**src/design/reply_frame_scanner_core_defines.svh**
```systemverilog
// Assertion macros for the reply frame scanner core.
// Depends on a clock named aclk and an active-low reset named aresetn in scope.
`ifndef REPLY_FRAME_SCANNER_CORE_DEFINES_SVH
`define REPLY_FRAME_SCANNER_CORE_DEFINES_SVH

// Same-cycle implication, disabled during reset.
`define RFS_ASSERT_IMPL(label, ante, cons) \
    label: assert property (@(posedge aclk) disable iff (!aresetn) (ante) |-> (cons)) \
        else $error("reply frame scanner: same-cycle check failed");

// Next-cycle implication, disabled during reset.
`define RFS_ASSERT_NEXT(label, ante, cons) \
    label: assert property (@(posedge aclk) disable iff (!aresetn) (ante) |=> (cons)) \
        else $error("reply frame scanner: next-cycle check failed");

`endif

```
**src/design/rfs_pkg.sv**
```systemverilog
// Shared types and constants for the reply frame scanner.
// No dependencies; used by rfs_step and reply_frame_scanner_core.
package rfs_pkg;

    localparam int FRAME_BYTES = 8;
    localparam int IDX_W       = $clog2(FRAME_BYTES);
    localparam int LEN_W       = 4;
    localparam int SKIP_W      = 3;
    localparam int DATA_W      = FRAME_BYTES * 8;

    localparam logic [7:0]        TAIL_BYTE           = 8'h6B;
    localparam logic [7:0]        LONG_REPLY_FUNCTION = 8'h36;
    localparam logic [LEN_W-1:0]  MIN_LENGTH          = LEN_W'(3);
    localparam logic [LEN_W-1:0]  MAX_LENGTH          = LEN_W'(FRAME_BYTES);
    localparam logic [SKIP_W-1:0] LONG_SKIP           = SKIP_W'(8 - 2);
    localparam logic [SKIP_W-1:0] SHORT_SKIP          = SKIP_W'(4 - 2);

    typedef enum logic [1:0] {
        CFG_DEVICE_ADDRESS  = 2'd0,
        CFG_FUNC_CODE       = 2'd1,
        CFG_EXPECTED_LENGTH = 2'd2
    } cfg_index_t;

    typedef logic [FRAME_BYTES-1:0][7:0] frame_t;

    typedef struct packed {
        logic [LEN_W-1:0]  pos;
        logic [SKIP_W-1:0] skip;
    } rfs_state_t;

    typedef struct packed {
        rfs_state_t       next;
        logic             store_we;
        logic [IDX_W-1:0] store_idx;
        logic             emit;
    } step_t;

endpackage

```
**src/design/rfs_step.sv**
```systemverilog
// Per-byte decision logic of the reply frame scanner: next state, store write, emit.
// Depends on rfs_pkg.
module rfs_step (
    input  rfs_pkg::rfs_state_t       state_in,
    input  rfs_pkg::frame_t           store,
    input  logic [7:0]                rx_byte,
    input  logic [7:0]                device_address,
    input  logic [7:0]                func_code,
    input  logic [rfs_pkg::LEN_W-1:0] expected_length,
    output rfs_pkg::step_t            step_out,
    output rfs_pkg::frame_t           frame_data
);

    logic                             len_ok;
    logic [rfs_pkg::LEN_W-1:0]        pos_inc;
    logic [rfs_pkg::IDX_W-1:0]        tail_idx;
    rfs_pkg::frame_t                  store_n;

    always_comb begin
        len_ok   = (expected_length >= rfs_pkg::MIN_LENGTH) &&
                   (expected_length <= rfs_pkg::MAX_LENGTH);
        pos_inc  = state_in.pos + rfs_pkg::LEN_W'(1);
        tail_idx = rfs_pkg::IDX_W'(expected_length - rfs_pkg::LEN_W'(1));
        store_n  = store;

        step_out.next      = state_in;
        step_out.store_we  = 1'b0;
        step_out.store_idx = state_in.pos[rfs_pkg::IDX_W-1:0];
        step_out.emit      = 1'b0;

        if (!len_ok) begin
            step_out.next = state_in;
        end else if (state_in.skip != '0) begin
            step_out.next.skip = state_in.skip - rfs_pkg::SKIP_W'(1);
        end else if (state_in.pos == '0) begin
            if (rx_byte == device_address) begin
                step_out.store_we = 1'b1;
                step_out.next.pos = rfs_pkg::LEN_W'(1);
            end
        end else if (state_in.pos == rfs_pkg::LEN_W'(1)) begin
            if (rx_byte != func_code) begin
                step_out.next.pos  = '0;
                step_out.next.skip = (rx_byte == rfs_pkg::LONG_REPLY_FUNCTION) ?
                                     rfs_pkg::LONG_SKIP : rfs_pkg::SHORT_SKIP;
            end else begin
                step_out.store_we = 1'b1;
                step_out.next.pos = rfs_pkg::LEN_W'(2);
            end
        end else begin
            if (state_in.pos < rfs_pkg::MAX_LENGTH) begin
                step_out.store_we = 1'b1;
                store_n[state_in.pos[rfs_pkg::IDX_W-1:0]] = rx_byte;
            end
            if ((pos_inc != '0) && (pos_inc < expected_length)) begin
                step_out.next.pos = pos_inc;
            end else begin
                step_out.next.pos = '0;
                step_out.emit     = (store_n[tail_idx] == rfs_pkg::TAIL_BYTE);
            end
        end

        for (int k = 0; k < rfs_pkg::FRAME_BYTES; k++) begin
            frame_data[k] = (rfs_pkg::LEN_W'(k) < expected_length) ? store_n[k] : 8'h00;
        end
    end

endmodule

```
**src/design/reply_frame_scanner_core.sv**
```systemverilog
// Reply frame scanner top level: config registers, scan state, frame store, result register.
// Depends on rfs_pkg, rfs_step and reply_frame_scanner_core_defines.svh.
//
// Usage:
//   Input channel s_valid/s_ready/s_rx_byte carries one received byte per transfer.
//   Result channel m_valid/m_ready/m_frame_data/m_frame_length carries one matched
//   frame per transfer; byte 0 sits in bits 7:0 and bytes past the length are zero.
//   Config port cfg_wr_en/cfg_index/cfg_wr_data writes device address, expected
//   function and expected length; write only while no result is pending.
//   A frame appears on m_valid in the cycle after the transfer of its last byte.
//   Throughput: one byte per cycle while s_ready is high; the byte decision logic
//   feeds the result register directly, with no register stage between them.
//   Reset (aresetn low, synchronous): registers return to address 0, function 0,
//   length 4; the scanner hunts for the address and drops any pending result.
//   Stall: a waiting result holds in the output register; s_ready stays high while
//   the result register is empty or being drained, and drops only when a result
//   waits and m_ready is low.
`include "reply_frame_scanner_core_defines.svh"

module reply_frame_scanner_core (
    input  logic                        aclk,
    input  logic                        aresetn,

    input  logic                        cfg_wr_en,
    input  logic [1:0]                  cfg_index,
    input  logic [7:0]                  cfg_wr_data,

    input  logic                        s_valid,
    output logic                        s_ready,
    input  logic [7:0]                  s_rx_byte,

    output logic                        m_valid,
    input  logic                        m_ready,
    output logic [rfs_pkg::DATA_W-1:0]  m_frame_data,
    output logic [rfs_pkg::LEN_W-1:0]   m_frame_length
);

    logic [7:0]                 dev_addr_reg;
    logic [7:0]                 exp_func_reg;
    logic [rfs_pkg::LEN_W-1:0]  exp_len_reg;

    rfs_pkg::rfs_state_t        state_reg;
    rfs_pkg::rfs_state_t        state_next;
    rfs_pkg::frame_t            store_reg;

    logic                       m_valid_reg;
    logic [rfs_pkg::DATA_W-1:0] m_frame_data_reg;
    logic [rfs_pkg::LEN_W-1:0]  m_frame_length_reg;

    rfs_pkg::step_t             step;
    rfs_pkg::frame_t            frame_data;
    logic                       accept;
    logic                       len_off;
    logic                       result_len_ok;

    rfs_step u_step (
        .state_in          (state_reg),
        .store             (store_reg),
        .rx_byte           (s_rx_byte),
        .device_address    (dev_addr_reg),
        .func_code         (exp_func_reg),
        .expected_length   (exp_len_reg),
        .step_out          (step),
        .frame_data        (frame_data)
    );

    assign s_ready    = !m_valid_reg || m_ready;
    assign accept     = s_valid && s_ready;
    assign state_next = accept ? step.next : state_reg;

    assign m_valid        = m_valid_reg;
    assign m_frame_data   = m_frame_data_reg;
    assign m_frame_length = m_frame_length_reg;

    assign len_off       = (exp_len_reg < rfs_pkg::MIN_LENGTH) ||
                           (exp_len_reg > rfs_pkg::MAX_LENGTH);
    assign result_len_ok = (m_frame_length_reg >= rfs_pkg::MIN_LENGTH) &&
                           (m_frame_length_reg <= rfs_pkg::MAX_LENGTH);

    always_ff @(posedge aclk) begin
        if (!aresetn) begin
            dev_addr_reg <= '0;
            exp_func_reg <= '0;
            exp_len_reg  <= rfs_pkg::LEN_W'(4);
        end else if (cfg_wr_en) begin
            case (cfg_index)
                rfs_pkg::CFG_DEVICE_ADDRESS:    dev_addr_reg <= cfg_wr_data;
                rfs_pkg::CFG_FUNC_CODE:         exp_func_reg <= cfg_wr_data;
                rfs_pkg::CFG_EXPECTED_LENGTH:   exp_len_reg  <= cfg_wr_data[rfs_pkg::LEN_W-1:0];
                default: ;
            endcase
        end
    end

    always_ff @(posedge aclk) begin
        if (!aresetn) begin
            state_reg   <= '0;
            m_valid_reg <= 1'b0;
        end else begin
            state_reg <= state_next;
            if (accept && step.emit) begin
                m_valid_reg <= 1'b1;
            end else if (m_ready) begin
                m_valid_reg <= 1'b0;
            end
        end
    end

    always_ff @(posedge aclk) begin
        if (accept && step.store_we) begin
            store_reg[step.store_idx] <= s_rx_byte;
        end
        if (accept && step.emit) begin
            m_frame_data_reg   <= frame_data;
            m_frame_length_reg <= exp_len_reg;
        end
    end

    `RFS_ASSERT_IMPL(a_pos_in_store, 1'b1, state_reg.pos < rfs_pkg::MAX_LENGTH)
    `RFS_ASSERT_IMPL(a_skip_while_hunting, state_reg.skip != '0, state_reg.pos == '0)
    `RFS_ASSERT_IMPL(a_result_length, m_valid_reg, result_len_ok)
    `RFS_ASSERT_NEXT(a_idle_when_disabled, accept && len_off, $stable(state_reg))

endmodule
```
**config.mk**
```make
export PLATFORM = sky130hd
export DESIGN_NAME = reply_frame_scanner_core
export DESIGN_NICKNAME = d
export VERILOG_FILES = /design/src/design/rfs_pkg.sv /design/src/design/rfs_step.sv /design/src/design/reply_frame_scanner_core.sv
export VERILOG_INCLUDE_DIRS = /design/src /design/src/design
export SDC_FILE = /design/constraint.sdc
export NUM_CORES = 1
export LEC_CHECK = 0
export ABC_AREA = 1
export BUFFER_PORTS_ARGS = -buffer_cell sky130_fd_sc_hd__buf_4
export CAP_MARGIN = 5
export CORE_MARGIN = 2
export CORE_UTILIZATION = 40
export CTS_CLUSTER_SIZE = 12
export DETAILED_ROUTE_END_ITERATION = 16
export GPL_TIMING_DRIVEN = 0
export REMOVE_ABC_BUFFERS = 1
export SKIP_LAST_GASP = 1
export SYNTH_ARGS = -nofsm -noshare
export SYNTH_HDL_FRONTEND = slang
export SYNTH_HIERARCHICAL = 1
export SYNTH_SLANG_ARGS = --single-unit
```
**constraint.sdc**
```tcl
create_clock -name aclk -period 7.3 [get_ports aclk]
set_clock_uncertainty 0.05 [all_clocks]
set_input_delay 0 -clock aclk [delete_from_list [all_inputs] [get_ports aclk]]
set_output_delay 0 -clock aclk [all_outputs]
set_load 0.005 [all_outputs]
```
==> impl_metrics.yaml, run 1 <==
global_routing:
  antenna_found_initial: 0
  grt_pass1_wl_um: 32500
  track_usage_pct: 19.3
  grt_max_degree: 69
  grt_overflow: 0
  grt_pass1_vias: 6074
worst_setup_path:
  critPathKind: "reg -> reg"
  path_max_fanout: 36
  end_kind: "flip-flop"
  critPathSlowestCell: "nor2_1"
  crit_required_ns: 7.36
  arrival_ns: 3.76
  crit_path_frequent_cell: "nand2_1"
  path_cells: "nor2_1, nand2_1, nand2_1, o21ai_0, nor2_1, nand3_1, nand3_1, nand2_1, nand2_1, nand2_1, nor2_1, inv_1, nor2_4, buf_12"
  crit_path_start_kind: "flip-flop"
  slowest_delay_ns: 0.77
yosys:
  synth-xor-area-share_pct: 1.05
  synth-seq-cells: 160
  syn_avg_cell_area_um2: 8.60
  synth_cells: 971
  synth_top_family_by_area: "simple AND/OR/NAND/NOR gates"
  ys_async_sr_fraction_pct: 0
  synth_compound_area_share_pct: 10.3
  syn_area_um2: 8350
  synthAdderAreaFrac_pct: 1.65
  synth.mux.area_fraction_pct: 0
  ys_dominant_reg_cell: "edfxtp_1"
  synth-simple-area-share_pct: 23.3
  synth-edff-count: 132
  ys_seq_area_share_pct: 54.2
  ys_warn_count: 6
  synth_cell_types: 36
finish:
  drive_gt1_share_pct: 14.7
  nNetsFinal: 1107
  diodes: 0
  stdcell_count: 1356
  final_area_um2: 10000
  most-common-layout-cells: "nand2_1, edfxtp_1, inv_1"
  layout_commonest_cell: "nand2_1"
  area_growth_pct: 20.0
cts:
  cts_buffer_depth: 2
  cts_inserted_buffers: 17
  clk_pin_slew_ns: 0.06
  cts_max_level: 4
  ctsResizeCount: 0
  cts_hold_buf: 27
  worstSkewPairLatency_ns: 0.43
  cts_tree: "yes"
  cts_num_sinks: 160
  root_buffer: "clkbuf_16"
  postCtsSetupRepairBufs: 0
detailed_routing:
  antenna_left: 0
  drt_wl_total_um: 20800
  first_pass_iters: 5
  drc: 0
  post_drt_wl_per_cell_um: 15.3
  viasPerCell: 4.92
  vias: 6667
  drtIter0Drc: 512
sta:
  worst_pin_slew_ns: 0.881
  fin_crit_ns: 3.70
  fmax_ghz: 0.271
  hold_viol_final: 0
  rsz0062_at_grt: "false"
  fin_crit_sh_pct: 50.6
  finalSetupTns_ns: 0
  setup_viol: 0
  max-slew-margin-rel_pct: 41.0
  slew_violations: 0
placed_design:
  dp_hpwl_um: 13400
  dpl.cell_count: 1297
  port_buffers: 92
  gp_congestion: 0.901
  place_area_um2: 9160
job:
  maxCapViolations: 0
power_and_ir_drop:
  irDropWorstVdd_uv: 165
  power_density_nw_per_um2: 226
  power_mw: 2.27
  p_leak_nw: 4.39
floorplanning:
  initial_core_util_pct: 41.0
  core_area_um2: 20400
  pin_count: 93
  dieHeight_um: 149
  rows: 52
  die_width_um: 149
  dieArea_um2: 22100
status:
  status: "completed"
worst_hold_path:
  worstHoldPathType: "in -> reg"
## final timing paths
check / start / to / cells after the start / slack (ns)
worst max-delay path: state_reg[5]$_SDFFE_PN0N_ / m_frame_data[55]$_DFFE_PP_ / 14 / 3.60
worst min-delay path: m_ready / state_reg[0]$_SDFFE_PN0N_ / 5 / 0.11
worst max register to register: state_reg[5]$_SDFFE_PN0N_ / m_frame_data[55]$_DFFE_PP_ / 14 / 3.60
worst min register to register: state_reg[0]$_SDFFE_PN0N_ / state_reg[0]$_SDFFE_PN0N_ / 2 / 0.44
## layout make-up
| cell class | count | area (µm²) |
|---|---|---|
| clock buffers | 18 | 429 |
| clock inverters | 14 | 165 |
| fillers | 1922 | 10300 |
| inverters | 130 | 488 |
| multi-input cells | 642 | 3050 |
| flip-flops and latches | 160 | 4520 |
| well taps | 270 | 338 |
| repair buffers | 122 | 1030 |
## cells in the mapped netlist, types with 4 or more instances
cell type	number	area, µm²
nor2_1	88	330
nand4_1	5	31.3
ha_1	11	138
edfxtp_1	132	3960
buf_4	8	60.1
inv_1	124	465
nor2_4	4	45.0
a21oi_1	76	380
nand2_1	266	998
nand3_1	64	320
nand2_2	11	68.8
xnor2_1	8	70.1
o21ai_0	65	325
or2_2	6	37.5
o21ai_1	12	60.1
inv_2	5	18.8
buf_2	13	65.1
dfxtp_1	28	561
buf_6	15	169
## where the power goes
part           switching [mW]  internal [mW]  total (mW)
Sequential             0.0191           1.02        1.03
Clock                   0.363          0.537       0.900
Combinational           0.224          0.111       0.335
## kinds of logic after synthesis
| family | count (synthesis) |
|---|---|
| DFF | 160 |
| xor gates and xnor gates | 10 |
| buffers and inverters | 169 |
| AOI/OAI and AO/OA | 166 |
| adders and majority gates | 11 |
| and+or+nand+nor | 455 |
## metal layers
layer | vias to the layer above | GRT usage (%) | share of wire, %
met2 | 230 | 30.8 | 47
met5 | - | 0 | 0
li1 | 3373 | - | -
met4 | 0 | 5.19 | 1.4
met1 | 3044 | 27.0 | 46
met3 | 20 | 3.65 | 6.4
## through the flow
step / util [%] / hold WS [ns] / worst slack [ns]
global placement: 44.6 / 0.190 / -0.849
detailed placement: 45.0 / 0.198 / 3.69
CTS: 49.2 / 0.0926 / 3.68
finish: 49.2 / 0.112 / 3.60
global route: 49.2 / 0.176 / 3.28
floorplan: - / 0.0347 / 1.53
## worst max-delay path, delay by kind of cell (launching register included)
kind / cells / cell delay (ns)
AND/OR/NAND/NOR: 11 / 2.32
AO/OA/AOI/OAI: 1 / 0.10
buffers and inverters: 2 / 0.38
flip-flops: 1 / 0.50
Note: power is estimated with default switching activity, not from simulation.
==> inputs of run 2 (changes only) <==
==> constraint.sdc (replaced) <==
create_clock -name aclk -period 3.7 [get_ports aclk]
set_clock_uncertainty 0.05 [all_clocks]
set_input_delay 0 -clock aclk [delete_from_list [all_inputs] [get_ports aclk]]
set_output_delay 0 -clock aclk [all_outputs]
set_load 0.005 [all_outputs]
==> run 2 against run 1 <==
Effect of this change: total power increased by 98%; maximum frequency increased by 7.3%; combinational power increased by 97%; largest cell class unchanged.
==> impl_metrics.yaml, run 2 (synthesis results as in run 1) <==
worst_hold_path:
  holdPathEnd: "state_reg[0]$_SDFFE_PN0N_"
  min_path_cells: 5
  worstHoldPathType: "in -> reg"
  min_from: "m_ready"
worst_setup_path:
  end_kind: "flip-flop"
  crit_family: "simple AND/OR/NAND/NOR gates"
  arrival_ns: 3.51
  critPathSlowestCell: "dfxtp_1"
  reg2reg_from: "exp_len_reg[3]$_SDFFE_PN0P_"
  worstReg2RegEnd: "m_frame_data[55]$_DFFE_PP_"
  crit_path_start_kind: "flip-flop"
  r2r_cells: 14
  rrSetupSlack_ns: 0.25
  path_max_fanout: 68
  crit_required_ns: 3.76
  slowest_delay_ns: 0.63
  critPathKind: "reg -> reg"
  path_cells: "inv_2, nand2_4, nor2_2, a21oi_2, nand2_2, nor2_4, nand2_4, buf_16, nor2_1, nand2_1, nor2_1, inv_1, nor2_4, buf_12"
  critPathBufInv: 4
  cp.depth: 14
power_and_ir_drop:
  irDropWorstVdd_uv: 326
  power_density_nw_per_um2: 447
  p_leak_nw: 4.39
global_routing:
  antenna_found_initial: 0
  grt_max_degree: 69
  track_usage_pct: 19.3
  grt_pass1_vias: 6074
  grt_overflow: 0
  grt_pass1_wl_um: 32500
finish:
  area_growth_pct: 20.1
  most-common-layout-cells: "nand2_1, edfxtp_1, inv_1"
  fillerInstances: 1921
  finish.utilization_pct: 49.3
  layout_commonest_cell: "nand2_1"
  drive_gt1_share_pct: 15.1
  stdcell_count: 1356
  final_area_um2: 10000
  nNetsFinal: 1107
  diodes: 0
sta:
  slew_violations: 0
  rsz0062_at_grt: "false"
  fin_crit_sh_pct: 93.1
  fmax_ghz: 0.290
  fin_crit_ns: 3.45
  hold_viol_final: 0
  max-slew-margin-rel_pct: 46.1
  worst_pin_slew_ns: 0.805
  setup_viol: 0
detailed_routing:
  drtIter0Drc: 538
  drc: 0
  antenna_left: 0
  drt_wl_total_um: 20700
  first_pass_iters: 5
  post_drt_wl_per_cell_um: 15.3
  vias: 6696
  viasPerCell: 4.94
placed_design:
  place_area_um2: 9160
  port_buffers: 92
  dpl.cell_count: 1297
  gp_congestion: 0.901
  dp_hpwl_um: 13400
cts:
  postCtsSetupRepairBufs: 0
  cts_tree: "yes"
  cts_max_level: 4
  cts_buffer_depth: 2
  clk_pin_slew_ns: 0.06
  cts_inserted_buffers: 17
  root_buffer: "clkbuf_16"
  worstSkewPairLatency_ns: 0.43
  cts_num_sinks: 160
job:
  maxCapViolations: 0
floorplanning:
  core_area_um2: 20400
  dieHeight_um: 149
  rows: 52
  pin_count: 93
  die_width_um: 149
  initial_core_util_pct: 41.0
  dieArea_um2: 22100
status:
  status: "completed"
-- run 2: worst reg2reg max path, cell delays in order, from the launching register on --
cell	delay [ns]
dfxtp_1	0.63
inv_2	0.15
nand2_4	0.18
nor2_2	0.08
a21oi_2	0.21
nand2_2	0.11
nor2_4	0.17
nand2_4	0.24
buf_16	0.28
nor2_1	0.14
nand2_1	0.06
nor2_1	0.22
inv_1	0.13
nor2_4	0.21
buf_12	0.24
-- run 2: worst max-delay path by stage --
| stage | start | endpoint | slack (ns) |
|---|---|---|---|
| 5_1_grt | exp_len_reg[3]$_SDFFE_PN0P_ | m_frame_data[49]$_DFFE_PP_ | 0.004 |
| 3_3_place_gp | state_reg[4]$_SDFFE_PN0N_ | m_frame_data[55]$_DFFE_PP_ | -4.45 |
| 3_5_place_dp | state_reg[5]$_SDFFE_PN0N_ | m_frame_data[55]$_DFFE_PP_ | 0.09 |
| 6_report | exp_len_reg[3]$_SDFFE_PN0P_ | m_frame_data[55]$_DFFE_PP_ | 0.25 |
| 2_1_floorplan | state_reg[4]$_SDFFE_PN0N_ | m_frame_data[0]$_DFFE_PP_ | -2.07 |
| 4_1_cts | state_reg[5]$_SDFFE_PN0N_ | m_frame_data[55]$_DFFE_PP_ | 0.08 |
-- run 2: repair_timing --
action / CTS / global route
hold endpoints to repair: 92 / 0
hold buffers: 27 / 0
setup endpoints to repair: 0 / 73
resized for setup: 0 / 4
-- run 2: area by class of cell --
cell class | instances | area [µm²] | area share, %
sequential | 160 | 4530 | 45.1
multi-input combinational | 642 | 3050 | 30.4
timing repair buffer | 122 | 1030 | 10.3
inverter | 130 | 492 | 4.90
clock buffer | 18 | 429 | 4.28
tap | 270 | 338 | 3.37
clock inverter | 14 | 165 | 1.65
-- run 2: per-layer routing --
metal,GRT usage (%),vias up,part of all wire [%]
met5,0,-,0
met4,5.19,0,1.3
met3,3.65,19,6.1
met2,30.8,251,47
met1,27.0,3045,46
li1,-,3381,-
-- run 2: power by group --
group          internal [mW]  switching, mW  leakage [nW]  total, mW
Clock                   1.06          0.720         0.282       1.78
Combinational          0.219          0.443          2.69      0.661
Sequential              2.00         0.0383          1.43       2.04
Total                   3.28           1.20          4.39       4.48
-- run 2: per-stage QoR --
stage	power, mW	setup TNS, ns	setup slack, ns	hold WS (ns)
floorplan	2.48	-140.82	-2.07	0.0347
global placement	2.69	-319.67	-4.45	0.190
detailed placement	2.72	0	0.0851	0.198
CTS	4.51	0	0.0820	0.0926
global route	4.67	0	0.00381	0.176
finish	4.48	0	0.255	0.121
